===== src/hdl/ttlp_pkg.sv =====
// Shared types and constants for the text-then-length-prefixed deframer.
// Depends on nothing; imported by text_then_length_prefixed_deframer.
package ttlp_pkg;

    localparam logic [7:0]  CR_BYTE           = 8'h0D;
    localparam logic [7:0]  LF_BYTE           = 8'h0A;
    localparam logic [4:0]  SWITCH_LINE_LEN   = 5'd17;   // prefix (10 + 1) plus 6 more bytes
    localparam logic [4:0]  PREFIX_LEN        = 5'd11;
    localparam logic [4:0]  LINE_LEN_SAT      = 5'd18;
    localparam logic [15:0] MAX_FRAME_LEN_RST = 16'd1024;

    typedef enum logic [1:0] {
        HDR_LOW     = 2'd0,
        HDR_HIGH    = 2'd1,
        HDR_PAYLOAD = 2'd2
    } hdr_stage_t;

    // Expected character of the mode-switch line at a given position.
    function automatic logic [7:0] prefix_char(input logic [3:0] pos);
        logic [7:0] ch;
        unique case (pos)
            4'd0:    ch = "B";
            4'd1:    ch = "I";
            4'd2:    ch = "N";
            4'd3:    ch = "A";
            4'd4:    ch = "R";
            4'd5:    ch = "Y";
            4'd6:    ch = "M";
            4'd7:    ch = "O";
            4'd8:    ch = "D";
            4'd9:    ch = "E";
            4'd10:   ch = "-";
            default: ch = 8'h00;
        endcase
        return ch;
    endfunction

endpackage


===== src/hdl/text_then_length_prefixed_deframer.sv =====
// Byte-stream deframer: text lines first, then length-prefixed binary frames.
// Depends on ttlp_pkg.
//
// Takes one word (a byte plus its chunk-end flag) per clock and cuts the stream
// into packets. In text mode LF is dropped and CR closes a line; a 17-byte line
// starting "BINARYMODE-" switches to binary mode for good, where each frame is a
// little-endian 16-bit length followed by its payload. A length above
// max_frame_len reports frame_too_long and drops the rest of the chunk. Each
// word is decided in the cycle it is accepted and its result, if any, lands in
// the output register in the following cycle, so the block sustains one word per clock.
// s_ready is low only while a held result is not being taken (m_valid high,
// m_ready low). cfg_wr_en writes max_frame_len at once; write it only when idle.
module text_then_length_prefixed_deframer (
    input  logic        aclk,
    input  logic        aresetn,
    input  logic        s_valid,
    output logic        s_ready,
    input  logic [7:0]  s_data_byte,
    input  logic        s_chunk_end,
    output logic        m_valid,
    input  logic        m_ready,
    output logic [7:0]  m_out_byte,
    output logic        m_byte_valid,
    output logic        m_packet_end,
    output logic        m_packet_binary,
    output logic        m_mode_switched,
    output logic        m_frame_too_long,
    input  logic        cfg_wr_en,
    input  logic [15:0] cfg_wr_data
);
    import ttlp_pkg::*;

    logic [15:0] max_frame_len_reg;
    logic        binary_mode_reg,    binary_mode_next;
    logic [4:0]  line_length_reg,    line_length_next;
    logic        prefix_matches_reg, prefix_matches_next;
    logic        drop_next_lf_reg,   drop_next_lf_next;
    hdr_stage_t  hdr_stage_reg,      hdr_stage_next;
    logic [7:0]  length_low_reg,     length_low_next;
    logic [15:0] payload_left_reg,   payload_left_next;
    logic        discarding_reg,     discarding_next;

    logic        m_valid_reg;
    logic [7:0]  out_byte_reg;
    logic        byte_valid_reg, packet_end_reg, packet_binary_reg;
    logic        mode_switched_reg, frame_too_long_reg;

    logic        accept;
    logic        res_valid;
    logic [7:0]  res_byte;
    logic        res_byte_valid, res_end, res_binary, res_switched, res_too_long;
    logic        switch_line;
    logic [15:0] frame_len;
    logic [15:0] left_dec;

    assign s_ready = !m_valid_reg || m_ready;
    assign accept  = s_valid && s_ready;

    assign switch_line = (line_length_reg == SWITCH_LINE_LEN) && prefix_matches_reg;
    assign frame_len   = {s_data_byte, length_low_reg};
    assign left_dec    = (payload_left_reg != 16'd0) ? payload_left_reg - 16'd1 : 16'd0;

    always_comb begin
        binary_mode_next    = binary_mode_reg;
        line_length_next    = line_length_reg;
        prefix_matches_next = prefix_matches_reg;
        drop_next_lf_next   = drop_next_lf_reg;
        hdr_stage_next      = hdr_stage_reg;
        length_low_next     = length_low_reg;
        payload_left_next   = payload_left_reg;
        discarding_next     = discarding_reg;
        res_valid      = 1'b0;
        res_byte       = 8'h00;
        res_byte_valid = 1'b0;
        res_end        = 1'b0;
        res_binary     = 1'b0;
        res_switched   = 1'b0;
        res_too_long   = 1'b0;

        if (accept) begin
            if (!binary_mode_reg) begin
                if (s_data_byte == LF_BYTE) begin
                    // drop
                end else if (s_data_byte == CR_BYTE) begin
                    line_length_next    = 5'd0;
                    prefix_matches_next = 1'b1;
                    if (switch_line) begin
                        binary_mode_next  = 1'b1;
                        drop_next_lf_next = !s_chunk_end;
                        hdr_stage_next    = HDR_LOW;
                        discarding_next   = 1'b0;
                    end
                    res_valid    = 1'b1;
                    res_end      = 1'b1;
                    res_switched = switch_line;
                end else begin
                    if (line_length_reg < PREFIX_LEN &&
                        s_data_byte != prefix_char(line_length_reg[3:0])) begin
                        prefix_matches_next = 1'b0;
                    end
                    if (line_length_reg < LINE_LEN_SAT) begin
                        line_length_next = line_length_reg + 5'd1;
                    end
                    res_valid      = 1'b1;
                    res_byte       = s_data_byte;
                    res_byte_valid = 1'b1;
                end
            end else if (drop_next_lf_reg && s_data_byte == LF_BYTE) begin
                drop_next_lf_next = 1'b0;
            end else begin
                drop_next_lf_next = 1'b0;
                if (discarding_reg) begin
                    if (s_chunk_end) begin
                        discarding_next = 1'b0;
                    end
                end else begin
                    unique case (hdr_stage_reg)
                        HDR_LOW: begin
                            length_low_next = s_data_byte;
                            hdr_stage_next  = HDR_HIGH;
                        end
                        HDR_HIGH: begin
                            hdr_stage_next = HDR_LOW;
                            if (frame_len > max_frame_len_reg) begin
                                discarding_next = !s_chunk_end;
                                res_valid    = 1'b1;
                                res_binary   = 1'b1;
                                res_too_long = 1'b1;
                            end else if (frame_len == 16'd0) begin
                                res_valid  = 1'b1;
                                res_end    = 1'b1;
                                res_binary = 1'b1;
                            end else begin
                                payload_left_next = frame_len;
                                hdr_stage_next    = HDR_PAYLOAD;
                            end
                        end
                        HDR_PAYLOAD: begin
                            payload_left_next = left_dec;
                            if (left_dec == 16'd0) begin
                                hdr_stage_next = HDR_LOW;
                                res_end        = 1'b1;
                            end
                            res_valid      = 1'b1;
                            res_byte       = s_data_byte;
                            res_byte_valid = 1'b1;
                            res_binary     = 1'b1;
                        end
                        default: begin
                            hdr_stage_next = HDR_LOW;
                        end
                    endcase
                end
            end
        end
    end

    always_ff @(posedge aclk) begin
        if (!aresetn) begin
            max_frame_len_reg  <= MAX_FRAME_LEN_RST;
            binary_mode_reg    <= 1'b0;
            line_length_reg    <= 5'd0;
            prefix_matches_reg <= 1'b1;
            drop_next_lf_reg   <= 1'b0;
            hdr_stage_reg      <= HDR_LOW;
            length_low_reg     <= 8'h00;
            payload_left_reg   <= 16'd0;
            discarding_reg     <= 1'b0;
            m_valid_reg        <= 1'b0;
        end else begin
            if (cfg_wr_en) begin
                max_frame_len_reg <= cfg_wr_data;
            end
            binary_mode_reg    <= binary_mode_next;
            line_length_reg    <= line_length_next;
            prefix_matches_reg <= prefix_matches_next;
            drop_next_lf_reg   <= drop_next_lf_next;
            hdr_stage_reg      <= hdr_stage_next;
            length_low_reg     <= length_low_next;
            payload_left_reg   <= payload_left_next;
            discarding_reg     <= discarding_next;
            if (s_ready) begin
                m_valid_reg <= res_valid;
            end
        end
    end

    // Load the result word whenever the output slot is free or being emptied.
    always_ff @(posedge aclk) begin
        if (s_ready) begin
            out_byte_reg       <= res_byte;
            byte_valid_reg     <= res_byte_valid;
            packet_end_reg     <= res_end;
            packet_binary_reg  <= res_binary;
            mode_switched_reg  <= res_switched;
            frame_too_long_reg <= res_too_long;
        end
    end

    assign m_valid          = m_valid_reg;
    assign m_out_byte       = out_byte_reg;
    assign m_byte_valid     = byte_valid_reg;
    assign m_packet_end     = packet_end_reg;
    assign m_packet_binary  = packet_binary_reg;
    assign m_mode_switched  = mode_switched_reg;
    assign m_frame_too_long = frame_too_long_reg;

    a_too_long_is_bare: assert property (@(posedge aclk) disable iff (!aresetn)
        m_valid && m_frame_too_long |-> m_packet_binary && !m_byte_valid && !m_packet_end)
        else $error("frame_too_long word carries data or end marker");

    a_switch_sets_mode: assert property (@(posedge aclk) disable iff (!aresetn)
        m_valid && m_mode_switched |-> binary_mode_reg && m_packet_end)
        else $error("mode switch word without binary mode");

    a_mode_sticky: assert property (@(posedge aclk) disable iff (!aresetn)
        binary_mode_reg |=> binary_mode_reg)
        else $error("binary mode cleared");

    a_payload_nonzero: assert property (@(posedge aclk) disable iff (!aresetn)
        hdr_stage_reg == HDR_PAYLOAD |-> payload_left_reg != 16'd0)
        else $error("payload stage with nothing left");

    a_discard_in_binary: assert property (@(posedge aclk) disable iff (!aresetn)
        discarding_reg || drop_next_lf_reg |-> binary_mode_reg)
        else $error("binary-only state set in text mode");

endmodule

===== config.mk =====
export PLATFORM = sky130hd
export DESIGN_NAME = text_then_length_prefixed_deframer
export DESIGN_NICKNAME = d
export VERILOG_FILES = /design/src/hdl/ttlp_pkg.sv /design/src/hdl/text_then_length_prefixed_deframer.sv
export SDC_FILE = /design/constraint.sdc
export NUM_CORES = 1
export LEC_CHECK = 0
export BUFFER_PORTS_ARGS = -buffer_cell sky130_fd_sc_hd__buf_4
export CAP_MARGIN = 20
export CORE_MARGIN = 3
export CORE_UTILIZATION = 45
export CTS_CLUSTER_DIAMETER = 100
export DETAILED_ROUTE_END_ITERATION = 7
export GPL_TIMING_DRIVEN = 0
export SETUP_SLACK_MARGIN = 0.05
export SLEW_MARGIN = 20
export SYNTH_ARGS = -nofsm -noshare
export SYNTH_HDL_FRONTEND = slang
export SYNTH_SLANG_ARGS = --single-unit

===== constraint.sdc =====
create_clock -name aclk -period 7.6 [get_ports aclk]
set_clock_uncertainty 0.15 [all_clocks]
set_input_delay 0.76 -clock aclk [delete_from_list [all_inputs] [get_ports aclk]]
set_output_delay 0.76 -clock aclk [all_outputs]
set_load 0.02 [all_outputs]

* Yosys cells after proc, flatten, opt, wreduce, memory -nomap -nowiden
Memories as Yosys holds them, arrays and structs flattened. A register that Yosys moved wholly into a read port is not among the register bits.
Index checks and enable logic that the tools add are counted.
** Cells by class
- Order comparisons :: 3
- Add/sub/neg operators :: 2
- Equal/unequal tests :: 12
- Reductions and logical operators :: 26
- Mux-type cells :: 70
- Bitwise logic cells :: 7
** Operator list (count)
- $mux W8 :: 10
- $mux W16 :: 3
- $mux W1 :: 40
- $logic_not A16 Y1 :: 2
- $pmux W16 S2 :: 1
- $mux W2 :: 9
- $eq A8 B4 Y1 const B :: 2
- $gt A16 B16 Y1 :: 1
- $reduce_bool A16 Y1 :: 1
- $sub A16 B1 Y16 const B :: 1
- $reduce_and A7 Y1 :: 2
- $reduce_and A4 Y1 :: 3
- $mux W5 :: 2
- $ne A2 B2 Y1 const B :: 5
- $reduce_and A5 Y1 :: 2
- $reduce_bool A2 Y1 :: 5
- $mux W4 :: 2
- $ne A8 B8 Y1 :: 1
- $not A1 Y1 :: 7
- $pmux W2 S3 :: 1
- $add A5 B1 Y5 const B :: 1
- $eq A5 B5 Y1 const B :: 1
- $lt A5 B4 Y1 const B :: 1
- $lt A5 B5 Y1 const B :: 1
- other kinds (11) :: 16
** Word-level totals
- Bits of input ports :: 30
- Flip-flop bits (word level) :: 65
- Word-level logic and storage cells :: 137
- Memories :: 1
- Output and inout port bits :: 15
- Memory bits (read-only) :: 112
** Memories
- (no name shown) :: words 16, width 7, read ports 1, clocked after Yosys merged registers in 1, wr ports 0, RTL line ttlp_pkg.sv:21 : unique case (pos)

* Logic depth before layout (Yosys ltp)
- Depth in word-level cells :: 9
- Mapped depth :: 11
- Depth with buffers taken out :: 10

* Least setup slack after synthesis
No wires, ideal clock.
- Path type :: input -> register
- From :: in m_ready
- To :: reg with a tool-made name
- Path buffers :: 1
- Required time :: 7336 ps
- Cell stages on the path :: 11
- Data arrival time :: 3045 ps
- Slack :: 4291 ps
- Setup time :: 114 ps
- Cell sequence :: nand2b_1 > nand2_1 > buf_2 > nor4_4 > mux2i_1 > nor2_1 > inv_1 > ha_1 > inv_1 > o21ai_0 > a21o_1
** RTL lines
- from (decl) :: RTL line text_then_length_prefixed_deframer.sv:21 : input logic m_ready,

* Worst setup path after layout
- From :: in s_data_byte[6]
- To :: reg packet_binary_reg (netlist: m_packet_binary) (data pin)
** Between the ends
- Cells in the longest elaborated chain, start to end :: 6
- Elaborated cells between the ends (all ways) :: 9
- Classes of those cells :: order compare (1); eq/ne (1); mux (5); reduce/logical (2)
** RTL lines
- from (decl) :: RTL line text_then_length_prefixed_deframer.sv:18 : input logic [7:0] s_data_byte,
- branches (longest 5 deep; another with $gt A16 B16 Y1)
- $mux W1 *
- to (signal assigned) :: RTL line text_then_length_prefixed_deframer.sv:194 : packet_binary_reg <= res_binary;
- to (decl) :: RTL line text_then_length_prefixed_deframer.sv:45 : logic byte_valid_reg, packet_end_reg, packet_binary_reg;
Mark *: on every way between the ends.
A chain may end at the register's enable or synchronous reset.

==> impl_metrics.env <==
export IMPL_utilization_pct=55.6
export IMPL_setup_viol=0
export IMPL_clk_pin_slew_ns=0.08
export IMPL_synth_edff_count=13
export IMPL_timing_final_hold_violations=0
export IMPL_dominantRegCellSynth="dfxtp_1"
export IMPL_final_antenna_net_count=0
export IMPL_holdPathStages=2
export IMPL_yosysTopAreaCell="dfxtp_1"
export IMPL_cp_start_kind="primary input"
export IMPL_initial_core_util_pct=47.7
export IMPL_ys_seq_area_share_pct=36.7
export IMPL_r2r_slack_ns=4.32
export IMPL_timing_rr_end="m_packet_binary"
export IMPL_netlist_area_mm2=0.00428
export IMPL_dr_pass1_iters=5
export IMPL_relSlewSlack_pct=39.3
export IMPL_grt_pass1_vias=3694
export IMPL_ir_worst_vdd_uv=95.7
export IMPL_clock_latency_ns=0.35
export IMPL_wl_um=11400
export IMPL_clock_sinks=72
export IMPL_gp_congestion=0.890
export IMPL_path_class="in2reg"
export IMPL_fp_dieH_um=104
export IMPL_grt_pass1_wl_um=18700
export IMPL_cts_tree="yes"
export IMPL_boundaryPins=45
export IMPL_grt_ovfl_total=0
export IMPL_synthTopCellsByArea="dfxtp_1 (28%), edfxtp_1 (9.1%), ha_1 (7.3%), mux2i_1 (5.4%), nor2_1 (5.3%)"
export IMPL_setup_ws_ns=4.12
export IMPL_cp_arrival_ns=3.51
export IMPL_dieArea_mm2=0.0107
export IMPL_root_buffer="clkbuf_8"
export IMPL_synth_warnings=0
export IMPL_vias_per_cell=5.69
export IMPL_dp_slack_ns=3.82
export IMPL_worstReg2RegStart="max_frame_len_reg[14]"
export IMPL_final_nets=599
export IMPL_syn_num_nets=546
export IMPL_synth_commonest_cells="nor2_1 (60), dfxtp_1 (59), nand2_1 (40)"
export IMPL_end_kind="flip-flop"
export IMPL_fin_crit_sh_pct=45.8
export IMPL_syn_to_final_growth_pct=16.7
export IMPL_wire_per_inst_um=17.0
export IMPL_place_port_buffers=42
export IMPL_final_layout_size_suffix_gt1_share_pct=15.9
export IMPL_status="finished, final reports clean"
export IMPL_finalPower_mw=0.889
export IMPL_rsz0062_at_grt="no"
export IMPL_min_delay_path_class="reg2reg"
export IMPL_antenna_found_initial=0
export IMPL_ys_ff_latch=72
export IMPL_hold_worst_slack_ns=0.331
export IMPL_cts_buffers=9
export IMPL_cp_max_fo=6
export IMPL_critPathRequiredTime_ns=7.62
export IMPL_core_mm2=0.00898
export IMPL_drv_max_cap_violation_count=0
export IMPL_drc=0
export IMPL_fin_crit_ns=3.48
export IMPL_grt_util_all_layers_pct=21.1
export IMPL_synth_async_reset_ratio_pct=0
export IMPL_die_w_um=104
export IMPL_drt_iter0_markers=192
export IMPL_fin_setup_tns_ns=0
export IMPL_post_cts_resized=0
export IMPL_cts_max_path_buffers=2
export IMPL_p_leak_nw=2.12
export IMPL_synth_most_common_cell="nor2_1"
export IMPL_p_per_area_mw_per_mm2=178
export IMPL_postSynthAreaPerCell_um2=8.72
export IMPL_vias=3837
export IMPL_rows=34
export IMPL_num_antenna_cells=0
export IMPL_holdBufCountCts=0
export IMPL_crit_end="m_packet_binary"
export IMPL_reg2reg_depth=9
export IMPL_cp_startpoint="s_data_byte[6]"
export IMPL_synth_top_cell_area_share_pct=27.6
export IMPL_grt_start_max_net_pins=17
export IMPL_slew_violations=0
export IMPL_post_cts_buffers=0
export IMPL_synth_distinct_cells=70
export IMPL_syn_inst=491
export IMPL_post_dp_hpwl_um=8370
export IMPL_cts_htree_levels=3
export IMPL_tightest_slew_ns=0.902
export IMPL_fmax_mhz=287
==> cell families after synthesis <==
| group | after synthesis | share of synthesized area, % |
|---|---|---|
| AND/OR/NAND/NOR | 187 | 23.3 |
| AO/OA/AOI/OAI | 108 | 17.9 |
| flip-flops | 72 | 36.7 |
| buffers and inverters | 60 | 5.96 |
| adder cells (fa/ha/maj) | 25 | 7.31 |
| multiplexers | 23 | 5.38 |
| XOR/XNOR | 16 | 3.45 |
==> power breakdown <==
group | switching (mW) | leakage [nW] | internal [mW] | total (mW)
sequential | 0.00721 | 0.630 | 0.402 | 0.410
clock | 0.151 | 0.123 | 0.226 | 0.377
combinational | 0.0582 | 1.36 | 0.0440 | 0.102
total | 0.217 | 2.12 | 0.672 | 0.889
==> per-stage QoR <==
stage	cell area, um^2	std cells
after floorplan	4280	491
after CTS	4990	674
final	4990	674
after global routing	4990	674
after detailed placement	4750	659
after global placement	4750	659
==> layout make-up <==
class                           count  area, um^2
Multi-Input combinational cell    359        2450
Clock inverter                      5         103
Buffer                             27         131
Inverter                           33         124
Sequential cell                    72        1570
Clock buffer                       10         138
Timing Repair Buffer               42         315
Tap cell                          126         158
Fill cell                         865        3980
==> layout by cell type, fill, tap and decap left out, drive strengths merged, types with 8 or more instances in the layout <==
cell type	synthesis	routed
nor2	60	60
dfxtp	59	59
buf	10	52
nand2	40	40
a21oi	33	33
inv	31	33
clkbuf	17	27
ha	25	25
mux2i	23	23
o21ai	20	20
nand3	17	17
edfxtp	13	13
nor4	13	13
xnor2	12	12
nand4	10	10
nor3	9	9
and2	8	8
==> worst min path at each step <==
stage | from | end | slack [ns]
2_1_floorplan | length_low_reg[0] | length_low_reg[0] | 0.30
3_3_place_gp | length_low_reg[0] | length_low_reg[0] | 0.32
3_5_place_dp | length_low_reg[0] | length_low_reg[0] | 0.32
4_1_cts | length_low_reg[0] | length_low_reg[0] | 0.33
5_1_grt | length_low_reg[0] | length_low_reg[0] | 0.37
6_report | length_low_reg[0] | length_low_reg[0] | 0.33
==> critical path, stage by stage <==
cell and delay (ns):
buf_4 0.16, ha_1 0.32, nand4_1 0.14, nor4_1 0.65
a21boi_0 0.28, nand4b_1 0.22, a21boi_0 0.52, o21ai_0 0.23
a21boi_0 0.23
==> per-layer routing <==
metal	GRT usage, %	wire length, um	up-vias	share of wire [%]
met1	30.4	5450	1778	48
li1	-	-	1885	-
met4	5.70	194	0	1.7
met3	3.36	821	20	7.2
met2	33.0	4960	154	43
met5	0	0	-	0
(Power assumes the default switching activity.)
